==> config.mk <==
export PLATFORM = sky130hd
export DESIGN_NAME = console_video_and_key_buffer_io_unit
export DESIGN_NICKNAME = d
export VERILOG_FILES = /design/src/design/cvkb_pkg.sv /design/src/design/console_video_and_key_buffer_io_unit.sv /design/src/design/cvkb_text_mem.sv /design/src/design/cvkb_key_queue.sv
export SDC_FILE = /design/constraint.sdc
export NUM_CORES = 1
export LEC_CHECK = 0
export ABC_AREA = 1
export BUFFER_PORTS_ARGS = -buffer_cell sky130_fd_sc_hd__buf_2
export CELL_PAD_IN_SITES_DETAIL_PLACEMENT = 0
export CELL_PAD_IN_SITES_GLOBAL_PLACEMENT = 1
export CORE_ASPECT_RATIO = 1.2
export CORE_MARGIN = 5
export CORE_UTILIZATION = 51
export DETAILED_ROUTE_END_ITERATION = 16
export GPL_ROUTABILITY_DRIVEN = 1
export MAX_ROUTING_LAYER = met4
export PLACE_DENSITY = 0.91
export SYNTH_ARGS = -nofsm -noshare
export SYNTH_HDL_FRONTEND = slang
export SYNTH_SLANG_ARGS = --single-unit
==> constraint.sdc <==
create_clock -name clk -period 2.8 [get_ports clk]
set_input_delay 0.56 -clock clk [delete_from_list [all_inputs] [get_ports clk]]
set_output_delay 0.56 -clock clk [all_outputs]
set_load 0.02 [all_outputs]
==> src/design/cvkb_pkg.sv <==
// Shared types and constants for the console text and key queue I/O block.
package cvkb_pkg;

	localparam int TEXT_BYTES_DEF = 40;
	localparam int KEY_DEPTH_DEF  = 8;

	localparam int TEXT_BASE  = 40;
	localparam int QUEUE_BASE = 24;

	localparam logic [7:0] BLANK = 8'h20;

	typedef enum logic [1:0] {
		KIND_WRITE = 2'd0,
		KIND_READ  = 2'd1,
		KIND_KEY   = 2'd2
	} kind_t;

	typedef struct packed {
		logic       pop;
		logic       push;
		logic [7:0] code;
	} key_op_t;

endpackage

==> src/design/console_video_and_key_buffer_io_unit.sv <==
// Top level of the console text and key queue I/O block.
//
// Input channel (in_valid/in_ready) carries one item per transfer: kind selects a
// bus write, a bus read or a keypress; addr and data go with it. Only bus reads
// produce a result, which leaves on the output channel (out_valid/out_ready) as
// read_data. Writes, keypresses and kind 3 produce nothing.
// Throughput: one item per cycle, but a read waits while the output register holds a stalled result.
// Read path: a read passes the input register, then lands in the output register with the
// registered read port of the text store; with out_ready high it leaves at the next edge.
// Text bytes live at addr 40 and up, key queue entries at 24 and up; a write to
// 24 pops the queue. Unmapped reads return 0.
// Reset: the key queue clears to zero at once and every text byte reads as a
// space until written; no clearing pass, items are taken right after reset.
// Receiver stall: the read result holds in the output register; a following read
// waits in the input register and holds off the input until the result leaves.
module console_video_and_key_buffer_io_unit
	import cvkb_pkg::*;
#(
	parameter int TEXT_BYTES = TEXT_BYTES_DEF,
	parameter int KEY_DEPTH  = KEY_DEPTH_DEF
) (
	input  logic       clk,
	input  logic       arst_n,
	input  logic       in_valid,
	output logic       in_ready,
	input  logic [1:0] kind,
	input  logic [7:0] addr,
	input  logic [7:0] data,
	output logic       out_valid,
	input  logic       out_ready,
	output logic [7:0] read_data
);

	localparam int TW       = (TEXT_BYTES > 1) ? $clog2(TEXT_BYTES) : 1;
	localparam int KW       = (KEY_DEPTH > 1) ? $clog2(KEY_DEPTH) : 1;
	localparam int TEXT_END = TEXT_BASE + TEXT_BYTES;
	localparam int KEY_END  = QUEUE_BASE + KEY_DEPTH;

	logic       valid_s1;
	logic [1:0] kind_s1;
	logic [7:0] addr_s1;
	logic [7:0] data_s1;

	logic       vld_s2;
	logic       sel_mem_s2;
	logic [7:0] alt_s2;

	logic       out_free;
	logic       fire_s1;
	logic       is_read;
	logic       is_write;
	logic       is_key;
	logic       in_text;
	logic       in_queue;
	logic [7:0] text_off;
	logic [7:0] key_off;
	logic [7:0] text_rdata;
	logic [7:0] key_rdata;
	key_op_t    key_op;

	assign is_read  = (kind_s1 == KIND_READ);
	assign is_write = (kind_s1 == KIND_WRITE);
	assign is_key   = (kind_s1 == KIND_KEY);

	assign in_text  = ({1'b0, addr_s1} >= 9'(TEXT_BASE)) && ({1'b0, addr_s1} < 9'(TEXT_END));
	assign in_queue = ({1'b0, addr_s1} >= 9'(QUEUE_BASE)) && ({1'b0, addr_s1} < 9'(KEY_END));
	assign text_off = addr_s1 - 8'(TEXT_BASE);
	assign key_off  = addr_s1 - 8'(QUEUE_BASE);

	// A read needs the output register free; other kinds never wait.
	assign out_free = !vld_s2 || out_ready;
	assign fire_s1  = valid_s1 && (!is_read || out_free);
	assign in_ready = !valid_s1 || fire_s1;

	always_ff @(posedge clk or negedge arst_n) begin
		if (!arst_n) begin
			valid_s1 <= 1'b0;
		end else if (in_ready) begin
			valid_s1 <= in_valid;
		end
	end

	always_ff @(posedge clk) begin
		if (in_ready && in_valid) begin
			kind_s1 <= kind;
			addr_s1 <= addr;
			data_s1 <= data;
		end
	end

	always_comb begin
		key_op      = '0;
		key_op.pop  = fire_s1 && is_write && !in_text && (addr_s1 == 8'(QUEUE_BASE));
		key_op.push = fire_s1 && is_key;
		key_op.code = data_s1;
	end

	cvkb_text_mem #(
		.DEPTH (TEXT_BYTES)
	) u_text (
		.clk    (clk),
		.arst_n (arst_n),
		.we     (fire_s1 && is_write && in_text),
		.waddr  (text_off[TW-1:0]),
		.wdata  (data_s1),
		.re     (fire_s1 && is_read && in_text),
		.raddr  (text_off[TW-1:0]),
		.rdata  (text_rdata)
	);

	cvkb_key_queue #(
		.DEPTH (KEY_DEPTH)
	) u_keys (
		.clk    (clk),
		.arst_n (arst_n),
		.op     (key_op),
		.raddr  (key_off[KW-1:0]),
		.rdata  (key_rdata)
	);

	always_ff @(posedge clk or negedge arst_n) begin
		if (!arst_n) begin
			vld_s2 <= 1'b0;
		end else if (fire_s1 && is_read) begin
			vld_s2 <= 1'b1;
		end else if (out_ready) begin
			vld_s2 <= 1'b0;
		end
	end

	always_ff @(posedge clk) begin
		if (fire_s1 && is_read) begin
			sel_mem_s2 <= in_text;
			alt_s2     <= in_queue ? key_rdata : 8'd0;
		end
	end

	assign out_valid = vld_s2;
	assign read_data = sel_mem_s2 ? text_rdata : alt_s2;

	a_read_lands: assert property (@(posedge clk) disable iff (!arst_n)
		(fire_s1 && is_read) |=> vld_s2)
		else $error("read transfer did not reach the output register");

	a_result_held: assert property (@(posedge clk) disable iff (!arst_n)
		(vld_s2 && !out_ready) |=> $stable(read_data))
		else $error("stalled read result changed");

	a_no_overrun: assert property (@(posedge clk) disable iff (!arst_n)
		(valid_s1 && is_read && vld_s2 && !out_ready) |-> !in_ready)
		else $error("input taken while a read waits for the output register");

endmodule

==> src/design/cvkb_text_mem.sv <==
// Console text store: one write port, one registered read port, per-byte written flags.
module cvkb_text_mem
	import cvkb_pkg::*;
#(
	parameter int DEPTH = TEXT_BYTES_DEF
) (
	input  logic                                   clk,
	input  logic                                   arst_n,
	input  logic                                   we,
	input  logic [((DEPTH > 1) ? $clog2(DEPTH) : 1)-1:0] waddr,
	input  logic [7:0]                             wdata,
	input  logic                                   re,
	input  logic [((DEPTH > 1) ? $clog2(DEPTH) : 1)-1:0] raddr,
	output logic [7:0]                             rdata
);

	logic [7:0]       mem [DEPTH];
	logic [DEPTH-1:0] written_q;
	logic [7:0]       rd_q;
	logic             hit_q;

	always_ff @(posedge clk) begin
		if (we) begin
			mem[waddr] <= wdata;
		end
		if (re) begin
			rd_q  <= mem[raddr];
			hit_q <= written_q[raddr];
		end
	end

	// Bytes never written read back as blanks.
	always_ff @(posedge clk or negedge arst_n) begin
		if (!arst_n) begin
			written_q <= '0;
		end else if (we) begin
			written_q[waddr] <= 1'b1;
		end
	end

	assign rdata = hit_q ? rd_q : BLANK;

endmodule

==> src/design/cvkb_key_queue.sv <==
// Key queue: parallel pop shift and first-empty-slot insert.
module cvkb_key_queue
	import cvkb_pkg::*;
#(
	parameter int DEPTH = KEY_DEPTH_DEF
) (
	input  logic                                        clk,
	input  logic                                        arst_n,
	input  key_op_t                                     op,
	input  logic [((DEPTH > 1) ? $clog2(DEPTH) : 1)-1:0] raddr,
	output logic [7:0]                                  rdata
);

	logic [DEPTH-1:0][7:0] q_q;
	logic [DEPTH-1:0][7:0] q_nxt;
	logic                  full;
	logic                  found;

	always_comb begin
		q_nxt = q_q;
		found = 1'b0;
		if (op.pop) begin
			for (int k = 0; k < DEPTH - 1; k++) begin
				q_nxt[k] = q_q[k+1];
			end
			q_nxt[DEPTH-1] = 8'd0;
		end else if (op.push) begin
			// Fill the lowest empty slot; drop the code if none is empty.
			for (int k = 0; k < DEPTH; k++) begin
				if (!found && q_q[k] == 8'd0) begin
					q_nxt[k] = op.code;
					found    = 1'b1;
				end
			end
		end
	end

	always_comb begin
		full = 1'b1;
		for (int k = 0; k < DEPTH; k++) begin
			if (q_q[k] == 8'd0) begin
				full = 1'b0;
			end
		end
	end

	always_ff @(posedge clk or negedge arst_n) begin
		if (!arst_n) begin
			q_q <= '0;
		end else begin
			q_q <= q_nxt;
		end
	end

	assign rdata = q_q[raddr];

	a_pop_clears_top: assert property (@(posedge clk) disable iff (!arst_n)
		op.pop |=> q_q[DEPTH-1] == 8'd0)
		else $error("key queue top not cleared after pop");

	a_full_drops_key: assert property (@(posedge clk) disable iff (!arst_n)
		(op.push && !op.pop && full) |=> $stable(q_q))
		else $error("key queue changed on push while full");

endmodule

After elaboration in Yosys (flattened, before gate mapping)
Memory sizes are Yosys's and may differ from the RTL's. A register that Yosys moved wholly into a read port is not among the register bits.
Cells that the tools add are included.
{"block": "op_classes", "n_bitwise": 1, "order_cmp": 7, "mux": 43, "n_eq_ne": 3, "add_sub_neg": 2, "reduce_logical": 60}
{"operator": "64-bit two-way mux", "n": 2}
{"operator": "8-bit two-way mux", "n": 11}
{"operator": "8-bit zero test", "n": 8}
{"operator": "40-bit bitwise OR", "n": 1}
{"operator": "1-bit two-way mux", "n": 27}
{"operator": "8-bit binary-select mux with 3-bit select", "n": 1}
{"operator": "2-bit nonzero test", "n": 10}
{"operator": "1-bit logical AND", "n": 19}
{"operator": "2-bit AND reduction", "n": 8}
{"operator": "1-bit zero test", "n": 11}
{"operator": "8-bit by 5-bit == test with 1-bit output (second input constant)", "n": 1}
{"operator": "8-bit by 5-bit greater-or-equal comparator with 1-bit output (second input constant)", "n": 1}
{"operator": "8-bit by 6-bit greater-or-equal comparator with 1-bit output (second input constant)", "n": 1}
{"operator": "8-bit by 6-bit < comparator with 1-bit output (second input constant)", "n": 1}
{"operator": "8-bit by 7-bit < comparator with 1-bit output (second input constant)", "n": 1}
{"operator": "6-bit by 7-bit < comparator with 1-bit output (second input constant)", "n": 1}
{"operator": "1-bit binary-select mux with 6-bit select", "n": 1}
{"operator": "1-bit demux with 6-bit select", "n": 1}
{"operator": "6-bit by 1-bit greater-or-equal comparator with 1-bit output (second input constant)", "n": 1}
{"operator": "6-bit subtractor (second input constant)", "n": 1}
{"operator": "3-bit by 4-bit < comparator with 1-bit output (second input constant)", "n": 1}
{"operator": "1-bit logical OR", "n": 3}
{"operator": "3-bit by 1-bit subtractor with 3-bit output (second input constant)", "n": 1}
{"operator": "2-bit by 1-bit == test with 1-bit output (second input constant)", "n": 1}
{"operator": "other kinds (2)", "n": 2}
{"block": "word_totals", "elab_cells": 134, "mem_bits_rw": 320, "output_inout_bits": 10, "in_bits": 22, "ff_bits": 134, "n_memories": 1}
{"name": "u_text.mem", "words": 40, "word_bits": 8, "rd": 1, "rd_ports_with_merged_regs": 1, "write_ports": 1, "line": "cvkb_text_mem.sv:17", "rtl": "logic [7:0] mem [DEPTH];"}

Logic depth before layout (Yosys ltp)
Gate-level depths: netlist of the first run.
{"block": "logic_depth", "depth_word": 43, "depth_mapped": 14, "depth_no_buf": 11}

Modules after synthesis
Synthesis of the first run repeated with hierarchy kept, for this count alone.
{"block": "hier_totals", "hier_cells": 1998, "area_unflattened_um2": 20408.3}
{"module": "cvkb_text_mem", "n_inst": 1, "cells_each": 1349, "area_per_inst_um2": 15245.9, "seq_area_each_um2": 10880.4}
{"module": "cvkb_key_queue", "n_inst": 1, "cells_each": 548, "area_per_inst_um2": 3928.8, "seq_area_each_um2": 1601.5}
{"module": "console_video_and_key_buffer_io_unit", "n_inst": 1, "cells_each": 101, "area_per_inst_um2": 1233.7, "seq_area_each_um2": 860.8}

Worst setup path before layout of the first run
OpenSTA, ideal clock, no wires.
{"block": "synth_timing", "kind": "register to register", "start": "register addr_s1[3]", "end": "memory u_text.mem[17][0], enable pin", "path_stages_with_launch": 9, "path_slack_ns": 0.278, "t_required_ns": 2.430, "path_buffers": 1, "setup_ns": 0.370, "arrival_ns": 2.152, "path_cell_list": "edfxtp_1 -> inv_1 -> ha_1 -> xor2_2 -> inv_4 -> nor3_4 -> nand2_2 -> buf_6 -> nor2_1"}
{"block": "synth_via", "elab_chain_cells": 5, "elab_cells_between_ends": 7, "classes_between": "1 x add/sub; 2 x order compare; 2 x mux; 2 x reduce/logical"}
{"item": "start: declaration", "line": "console_video_and_key_buffer_io_unit.sv:41", "rtl": "logic [7:0] addr_s1;"}
{"item": "start signal: assignment", "line": "console_video_and_key_buffer_io_unit.sv:86", "rtl": "addr_s1 <= addr;"}
{"item": "8-bit by 6-bit greater-or-equal comparator with 1-bit output / 8-bit by 7-bit < comparator with 1-bit output (equally long branches)", "line": "console_video_and_key_buffer_io_unit.sv:65", "rtl": "assign in_text = ({1'b0, addr_s1} >= 9'(TEXT_BASE)) && ({1'b0, addr_s1} < 9'(TEXT_END));"}
{"item": "1-bit logical AND", "line": "console_video_and_key_buffer_io_unit.sv:65"}
{"item": "1-bit logical AND", "line": "console_video_and_key_buffer_io_unit.sv:103", "rtl": ".we (fire_s1 && is_write && in_text),"}
{"item": "1-bit two-way mux", "line": "cvkb_text_mem.sv:23", "rtl": "if (we) begin"}
{"item": "1-bit two-way mux (implied by the code)", "line": "cvkb_text_mem.sv:24", "rtl": "mem[waddr] <= wdata;"}
{"item": "end: declaration", "line": "cvkb_text_mem.sv:17"}
Several ways; a longest one is shown, not always the timed one.

Final worst setup path of the first run
{"block": "layout_timing", "start": "register addr_s1[3]", "end": "memory u_text.mem[29][7], enable pin"}
Same word-level chain as after synthesis.

==> run metrics, run 1 <==
clk slew on worst S/H paths=approximately 0.06 ns; die area=slightly above 40000 µm²; Critical-path top delay cell=edfxtp_1; # diodes=0; Post-CTS Setup Inserts=0; Via density=5.86; Synth top area share=55.9%; Post-DP HPWL=35700 µm; Post-synth top cells=nand2_1 (508), edfxtp_1 (356), inv_1 (122), nor2_1 (107), dfrtp_1 (106); WL/cell=approximately 23 µm; vias=13.7k; Clock Sinks=~460; Area Overhead vs Synth=15.0%; remaining antenna violation count=0; Clock Skews=0.0241 ns; peak supply drop=0.505 mV; largest net degree at the start of global routing=49; P per Cell Area=775 nW/µm²; post-synth top area cell=edfxtp_1; Avg Inst Size Synth=~11 µm²; die height=~220 µm; unrepaired setup endpoints after global routing=no; Post-Synth Adder-Cell Area=0.131%; Yosys cell types=46; Synth Area in Simple Gates=between 10% and 20%; CTS buffer count=47; Site Rows=77; Final Cycle Share=~90%; Arrival @ worst endpoint=between 2 and 3 ns; gpl congestion=roughly 0.95; input/output buffers=31; Synth Area in Compound Gates=under 10%; YS warnings=0; Post-synth EDFFs=roughly 360; Most used DFF post-synth=edfxtp_1; total power=17.0 mW; final hold vios=0; CP Class=reg2reg; first-pass GRT wire length=about 80000 µm; maximum root-to-sink buffer count=3; max-slew violation count=0; Layout Nets=1844; GRT overflow=0; status=complete, no violations; final core utilization=59.4%; initial core utilization=around 52%; synth top area cells=edfxtp_1 (56%), dfrtp_1 (14%), nand2_1 (10%), inv_1 (2.4%), nor2_1 (2.1%); CP endpoint kind=register; DRC=0; XOR/XNOR share of the synthesized area=less than 1%; Pleak=8.58 nW; clk_lat worst skew=0.60 ns; Tmin final=about 2.5 ns; CTS Root Buffer Type=clkbuf_16; Setup violations, final=0; Max Cap Viol=0; Reg2Reg Depth=8; sequential element share of the synthesized area=between 60 and 70%; drt pass-1 iters=8; Initial DRC Count=~1.5k; syn nets=1725; all-layer global routing usage=between 20% and 30%; largest family of logic cells by synthesized area=simple AND/OR/NAND/NOR gates; startpoint types=register; #FFs+latches synth=~460; mux share of post-synthesis cell area=0%; Post-synth ARST share=~23%; CTS tree=done; Hold Crit Depth=1; share of cells above drive strength 1=about 14%; Slew Limit Headroom=approximately 44%; Slew @ Worst Pin=0.846 ns; initial antenna violation count=0; die width=187 µm; reg2reg setup slack=about 0.29 ns; cells along the critical path=inv_1, ha_1, xor2_2, inv_4, nor3_4, nand2_2, nor2_1, buf_4; core area=~37000 µm²; Ports=32; Req. time, crit path=3.10 ns; setup TNS=0 ns; H-tree lvl count=2; HP Class=in2reg; fmax=around 0.4 GHz; vias in the first global route=13.6k; final WL=53500 µm; Synth Instances=1701; Max Fanout on Critical Path=7; top-count cell post-synth=nand2_1; Cell Area, Synth=about 19000 µm²; Slowest Stage Delay on Critical Path=just under 0.4 ns
[cell usage in the layout (no fill, tap or decap), types with 13 or more instances in the layout]
| cell | n |
|---|---|
| a21oi_1 | 64 |
| clkbuf_16 | 47 |
| o21ai_0 | 78 |
| o22ai_1 | 23 |
| buf_2 | 30 |
| nor2_1 | 105 |
| buf_4 | 106 |
| a22oi_1 | 22 |
| or2_2 | 13 |
| inv_1 | 122 |
| edfxtp_1 | 356 |
| o221ai_1 | 18 |
| dfrtp_1 | 106 |
| nand2_1 | 508 |
| nand4_1 | 42 |
| nand3_1 | 66 |
| o211ai_1 | 21 |
[worst max-delay path, delay by kind of cell (launching register included)]
family        cells  cell delay, ns
xor+xnor          1            0.35
fa+ha+maj         1            0.21
buf+inv           3            0.55
flops             1            0.39
simple gates      3            0.72
[path summary, 6_finish.rpt]
path	startpoint	to
worst max-delay path	addr_s1[3]	u_text.mem[29][7]
worst min-delay path	data[6]	data_s1[6]
worst max register to register	addr_s1[3]	u_text.mem[29][7]
worst min register to register	u_text.written_q[20]	u_text.written_q[20]
max in group asynchronous	arst_n	u_text.written_q[12]
min in group asynchronous	arst_n	u_keys.q_q[21]
[power by group]
part / switching (mW) / internal (mW) / total, mW
Sequential: 0.460 / 7.85 / 8.31
Combinational: 1.41 / 0.697 / 2.11
Clock: 2.66 / 3.96 / 6.62
[logic make-up after synthesis]
group | count (synthesis)
simple gates | 771
flops | 462
compound gates | 264
buf+inv | 201
fa+ha+maj | 2
xor+xnor | 1
[per-stage QoR]
step                instances  cell area [µm²]  worst slack (ns)  hold slack [ns]
finish                   2328            22000             0.290            0.146
CTS                      2328            22000             0.277            0.123
detailed placement       2244            20400             0.298            0.437
floorplan                1701            19100             0.278            0.264
global route             2328            22000            0.0863            0.119
global placement         2244            20400             0.370            0.426
[flip-flops by register name, indices dropped and copies added (netlist names)]
| register | cells |
|---|---|
| u_keys.q_q | 64 |
| out_valid | 1 |
| kind_s1 | 2 |
| addr_s1 | 8 |
| sel_mem_s2 | 1 |
| valid_s1 | 1 |
| u_text.hit_q | 1 |
| u_text.written_q | 40 |
| u_text.mem | 320 |
| u_text.rd_q | 8 |
| data_s1 | 8 |
| alt_s2 | 8 |
[timing repair]
item / in CTS / in global routing
gates resized for setup: 0 / 0
hold endpoints to repair: 33 / 0
hold buffers: 1 / 0
[layout make-up]
| class | instances | area (µm²) |
|---|---|---|
| clock buffers | 54 | 1210 |
| well taps | 474 | 593 |
| clock inverters | 29 | 404 |
| inverters | 132 | 498 |
| multi-input cells | 1038 | 4950 |
| repair buffers | 139 | 996 |
| fillers | 2978 | 15000 |
| flip-flops and latches | 462 | 13300 |
[routing by layer]
layer | share of wire, % | global-route usage (%) | vias to the layer above
met1 | 40 | 33.4 | 6639
met3 | 7.0 | 4.43 | 167
li1 | - | - | 6156
met5 | 0 | - | -
met4 | 4.3 | 10.7 | 0
met2 | 49 | 42.8 | 689
Power figures use the tool's default switching activity.
==> run 2: changes to the inputs <==
--- a/config.mk
+++ b/config.mk
@@ -16,6 +16,7 @@
 export GPL_ROUTABILITY_DRIVEN = 1
 export MAX_ROUTING_LAYER = met4
 export PLACE_DENSITY = 0.91
+export RECOVER_POWER = 25
 export SYNTH_ARGS = -nofsm -noshare
 export SYNTH_HDL_FRONTEND = slang
 export SYNTH_SLANG_ARGS = --single-unit
==> run metrics, run 2 (synthesis gave the netlist of run 1 again) <==
status=finished, violations left; failing checks=max-capacitance violations, max-slew violations; Post-CTS Setup Inserts=0; unrepaired setup endpoints after global routing=no; first-pass GRT wire length=81300 µm; Ports=32; HP Start=data[6]; CTS tree=done; CP most frequent cell=nand3_1; Req. time, crit path=around 3.3 ns; initial core utilization=between 50 and 60%; worst reg2reg endpoint=u_keys.q_q[50]; WL/cell=about 23 µm; largest net degree at the start of global routing=49; die height=222 µm; Via density=5.89; Max Fanout on Critical Path=23; core area=about 37000 µm²; vias in the first global route=13.6k; share of cells above drive strength 1=a little over an eighth; die width=roughly 190 µm; startpoint types=register; CP endpoint kind=register; Non-Filler Instances=2328; H-tree lvl count=2; Max Cap Viol=1; total power=17.0 mW; Slew Limit Headroom=-0.322%; CP Class=reg2reg; Reg2Reg Depth=5; all-layer global routing usage=between 20% and 30%; Clock Sinks=between 400 and 500; drt pass-1 iters=9; Slew @ Worst Pin=1.50 ns; P per Cell Area=between 700 and 800 nW/µm²; HP Class=in2reg; die area=between 40000 and 50000 µm²; Tmin final=between 2 and 3 ns; Clock Skews=0.0213 ns; clk slew on worst S/H paths=about 0.060 ns; final hold vios=0; critical path buffer and inverter count=2; maximum root-to-sink buffer count=3; Area Overhead vs Synth=14.8%; Layout Nets=roughly 1.8k; Site Rows=77; Reg with most FFs=u_text.mem; input/output buffers=31; CTS buffer count=between 40 and 50; cells along the critical path=clkbuf_1, nand2_1, inv_1, nand3_1, nand3_1; hold_ws=approximately 0.15 ns; DRC=0; CTS Root Buffer Type=clkbuf_16; vias=13.7k; Arrival @ worst endpoint=just over 3 ns; final WL=about 53000 µm; clk_lat worst skew=0.60 ns; top flop regs=u_text.mem: 320 flops, u_keys.q_q: 64 flops, u_text.written_q: 40 flops; # diodes=0; fmax=slightly below 0.4 GHz; reg2reg setup slack=approximately 0.21 ns; post_cts resized=0; PnR worst setup slack=0.210 ns; Min-Delay Endpoint=data_s1[6]; setup TNS=0 ns; delay-heaviest family, CP=buffers and inverters; remaining antenna violation count=0; Slowest Stage Delay on Critical Path=roughly 1.1 ns; max-slew violation count=23; most frequent cells in the layout=nand2_1 (508), edfxtp_1 (356), inv_1 (122); Hold Crit Depth=1; Pleak=about 8.5 nW; Initial DRC Count=1485; gpl congestion=0.952; Post-DP HPWL=35700 µm; Critical-path top delay cell=clkbuf_1; GRT overflow=0; Setup violations, final=0; Final Cycle Share=~90%; commonest non-fill, non-tap cell in the layout=nand2_1; DP Cell Count=between 2k and 2.5k; initial antenna violation count=0; pre-CTS setup slack=0.298 ns; worst r2r src=data_s1[2]; number of flip-flops under the largest register name=320; peak supply drop=between 0.5 and 0.6 mV
## run 2: cell count changes in the layout (fill, tap and decap cells not counted)
cell / delta
buf_2: -9
buf_4: -9
clkbuf_1: +14
clkbuf_2: +4
## run 2: stage by stage
stage | util (%) | instance area (µm²)
2_1_floorplan | - | 19100
3_3_place_gp | 55.1 | 20400
3_5_place_dp | 55.1 | 20400
4_1_cts | 59.4 | 22000
5_1_grt | 59.3 | 22000
6_report | 59.3 | 22000
## run 2: power by group
group	switching [mW]	internal [mW]
registers	0.458	7.86
clock network	2.66	3.96
logic	1.41	0.690
## run 2: worst max path at each step
stage,from,cells after the start,endpoint
final,data_s1[2],5,u_keys.q_q[50]
after global routing,data_s1[2],5,u_keys.q_q[50]
after CTS,addr_s1[3],8,u_text.mem[29][7]
after detailed placement,addr_s1[3],8,u_text.mem[29][1]
after global placement,addr_s1[3],8,u_text.mem[29][7]
after floorplan,addr_s1[3],8,u_text.mem[17][0]
## run 2: worst reg2reg max path: cells and delay by family (launching register included)
kind | cells | cell delay [ns]
DFF | 1 | 0.34
buffers and inverters | 2 | 1.45
and+or+nand+nor | 3 | 0.74
## run 2: final cells by class
class	count	area [µm²]
multi-input combinational	1038	4950
inverter	132	498
clock inverter	29	404
sequential	462	13300
tap	474	593
fill	2991	15000
timing repair buffer	139	956
clock buffer	54	1210
## run 2: layer usage
layer	GRT usage, %	routed length [µm]	vias to the layer above
met2	42.8	26000	644
met4	10.7	2470	0
met3	4.43	3850	176
li1	-	-	6154
met5	-	0	-
met1	33.4	21100	6727
## run 2: what timing repair did
action                                 in CTS  in global routing
hold buffers                                1                  0
setup endpoints to repair                   0                  0
endpoints found under the hold margin      33                  0
==> run 3: changes to the inputs <==
--- a/config.mk
+++ b/config.mk
@@ -14,7 +14,6 @@
 export CORE_UTILIZATION = 51
 export DETAILED_ROUTE_END_ITERATION = 16
 export GPL_ROUTABILITY_DRIVEN = 1
-export MAX_ROUTING_LAYER = met4
 export PLACE_DENSITY = 0.91
 export RECOVER_POWER = 25
 export SYNTH_ARGS = -nofsm -noshare
==> run metrics, run 3 (synthesis gave the netlist of run 1 again) <==
pre-CTS setup slack=~0.17 ns; Clock Skews=0.0258 ns; reg2reg setup slack=roughly 0.10 ns; Slew @ Worst Pin=2.42 ns; fin area=approximately 22000 µm²; drt pass-1 iters=5; CP Class=reg2reg; setup TNS=0 ns; hold_buf cts=0; peak supply drop=0.570 mV; vias=between 10k and 15k; commonest non-fill, non-tap cell in the layout=nand2_1; Critical-path top delay cell=o21ai_0; Slew Limit Headroom=-61.3%; Max Cap Viol=1; initial antenna violation count=0; CP endpoint=u_text.rd_q[2]; WL/cell=between 20 and 25 µm; # diodes=0; Reg with most FFs=u_text.mem; die height=between 200 and 250 µm; P per Cell Area=between 700 and 800 nW/µm²; worst r2r src=addr_s1[2]; first-pass GRT wire length=82000 µm; final WL=53800 µm; clk slew on worst S/H paths=roughly 0.07 ns; most frequent cells in the layout=nand2_1 (508), edfxtp_1 (356), inv_1 (122); number of flip-flops under the largest register name=320; die area=approximately 42000 µm²; core area=37000 µm²; Clock Sinks=between 400 and 500; total power=between 15 and 20 mW; max-slew violation count=38; share of cells above drive strength 1=approximately an eighth; post_cts resized=0; Placed Area=20400 µm²; critical path buffer and inverter count=4; all-layer global routing usage=between 20% and 30%; die width=187 µm; GRT overflow=0; met3 Resource Use GR=under 10%; maximum root-to-sink buffer count=3; input/output buffers=31; largest net degree at the start of global routing=between 60 and 70; Final Cycle Share=a little over nine tenths; CP endpoint kind=register; Req. time, crit path=3.10 ns; delay-heaviest family, CP=buffers and inverters; stages on the worst setup path=12; Reg2Reg Depth=12; PnR worst setup slack=0.102 ns; vias in the first global route=13.3k; DRC=0; Top Usage Layer GRT=met2; GR Layer Usage met2=42.4%; unrepaired setup endpoints after global routing=no; fillers=3051; remaining antenna violation count=0; Slowest Stage Delay on Critical Path=between 0.4 and 0.5 ns; Setup violations, final=0; CTS buffer count=45; Register Area=about 13000 µm²; status=finished, violations left; HP Class=in2reg; gpl congestion=0.963; startpoint types=register; Post-DP HPWL=36200 µm; critical path launch point=addr_s1[2]; Via density=just under 6; top flop regs=u_text.mem: 320 flops, u_keys.q_q: 64 flops, u_text.written_q: 40 flops; Max Fanout on Critical Path=22; cells along the critical path=buf_4, nand3_2, inv_1, buf_4, buf_4, nand2_1, and2_0, nand3_1, o21ai_0, nand2_1, nor2_1, nand2_1; initial core utilization=~52%; final hold vios=0; H-tree lvl count=2; Pleak=~8.4 nW; CTS Root Buffer Type=clkbuf_16; failing checks=max-capacitance violations, max-slew violations; Layout Nets=around 1.8k; clk_lat worst skew=about 0.57 ns; Arrival @ worst endpoint=between 2 and 3 ns; Initial DRC Count=1719; Area Overhead vs Synth=13.6%; Tmin final=roughly 2.7 ns; CTS tree=done; Ports=32; worst reg2reg endpoint=u_text.rd_q[2]; multi-input combinational cell area=between 4000 and 5000 µm²; Post-CTS Setup Inserts=0; fmax=roughly 0.37 GHz; Site Rows=just under 80; GRT met1 Usage=approximately 35%
-- run 3: worst min path at each step --
| stage | startpoint | endpoint | slack, ns | depth (start not counted) |
|---|---|---|---|---|
| 2_1_floorplan | arst_n | out_valid | 0.26 | 0 |
| 3_3_place_gp | u_text.written_q[19] | u_text.written_q[19] | 0.43 | 2 |
| 3_5_place_dp | u_text.written_q[22] | u_text.written_q[22] | 0.44 | 2 |
| 4_1_cts | arst_n | u_keys.q_q[9] | 0.01 | 1 |
| 5_1_grt | data[4] | data_s1[4] | 0.15 | 1 |
| 6_report | data[4] | data_s1[4] | 0.16 | 1 |
-- run 3: metrics by stage --
stage | hold WS [ns] | instances | util, %
floorplan | 0.264 | 1701 | -
global placement | 0.429 | 2245 | 55.1
detailed placement | 0.436 | 2245 | 55.1
CTS | 0.0114 | 2328 | 58.8
global route | 0.152 | 2328 | 58.7
finish | 0.161 | 2328 | 58.7
-- run 3: layout make-up --
type                       count  share of cell area, %
sequential                   462                   61.4
multi-input combinational   1038                   22.8
timing repair buffer         139                   4.40
tap                          474                   2.73
inverter                     132                   2.29
clock inverter                23                  0.887
clock buffer                  60                   5.53
-- run 3: per-layer routing --
| metal | routed length (µm) | vias up |
|---|---|---|
| met2 | 25700 | 748 |
| li1 | - | 6152 |
| met3 | 4380 | 183 |
| met1 | 20900 | 6608 |
| met5 | 0 | - |
| met4 | 2720 | 0 |
-- run 3: report_power, final --
group	leakage (nW)	internal (mW)	switching, mW
combinational	3.11	0.670	1.41
sequential	4.63	7.85	0.475
clock	0.680	3.22	2.57
-- run 3: worst register-to-register path, stage by stage, from the launching register on --
cell,delay (ns)
edfxtp_1,0.38
buf_4,0.24
nand3_2,0.11
inv_1,0.25
buf_4,0.30
buf_4,0.18
nand2_1,0.05
and2_0,0.11
nand3_1,0.06
o21ai_0,0.43
nand2_1,0.10
nor2_1,0.12
nand2_1,0.09
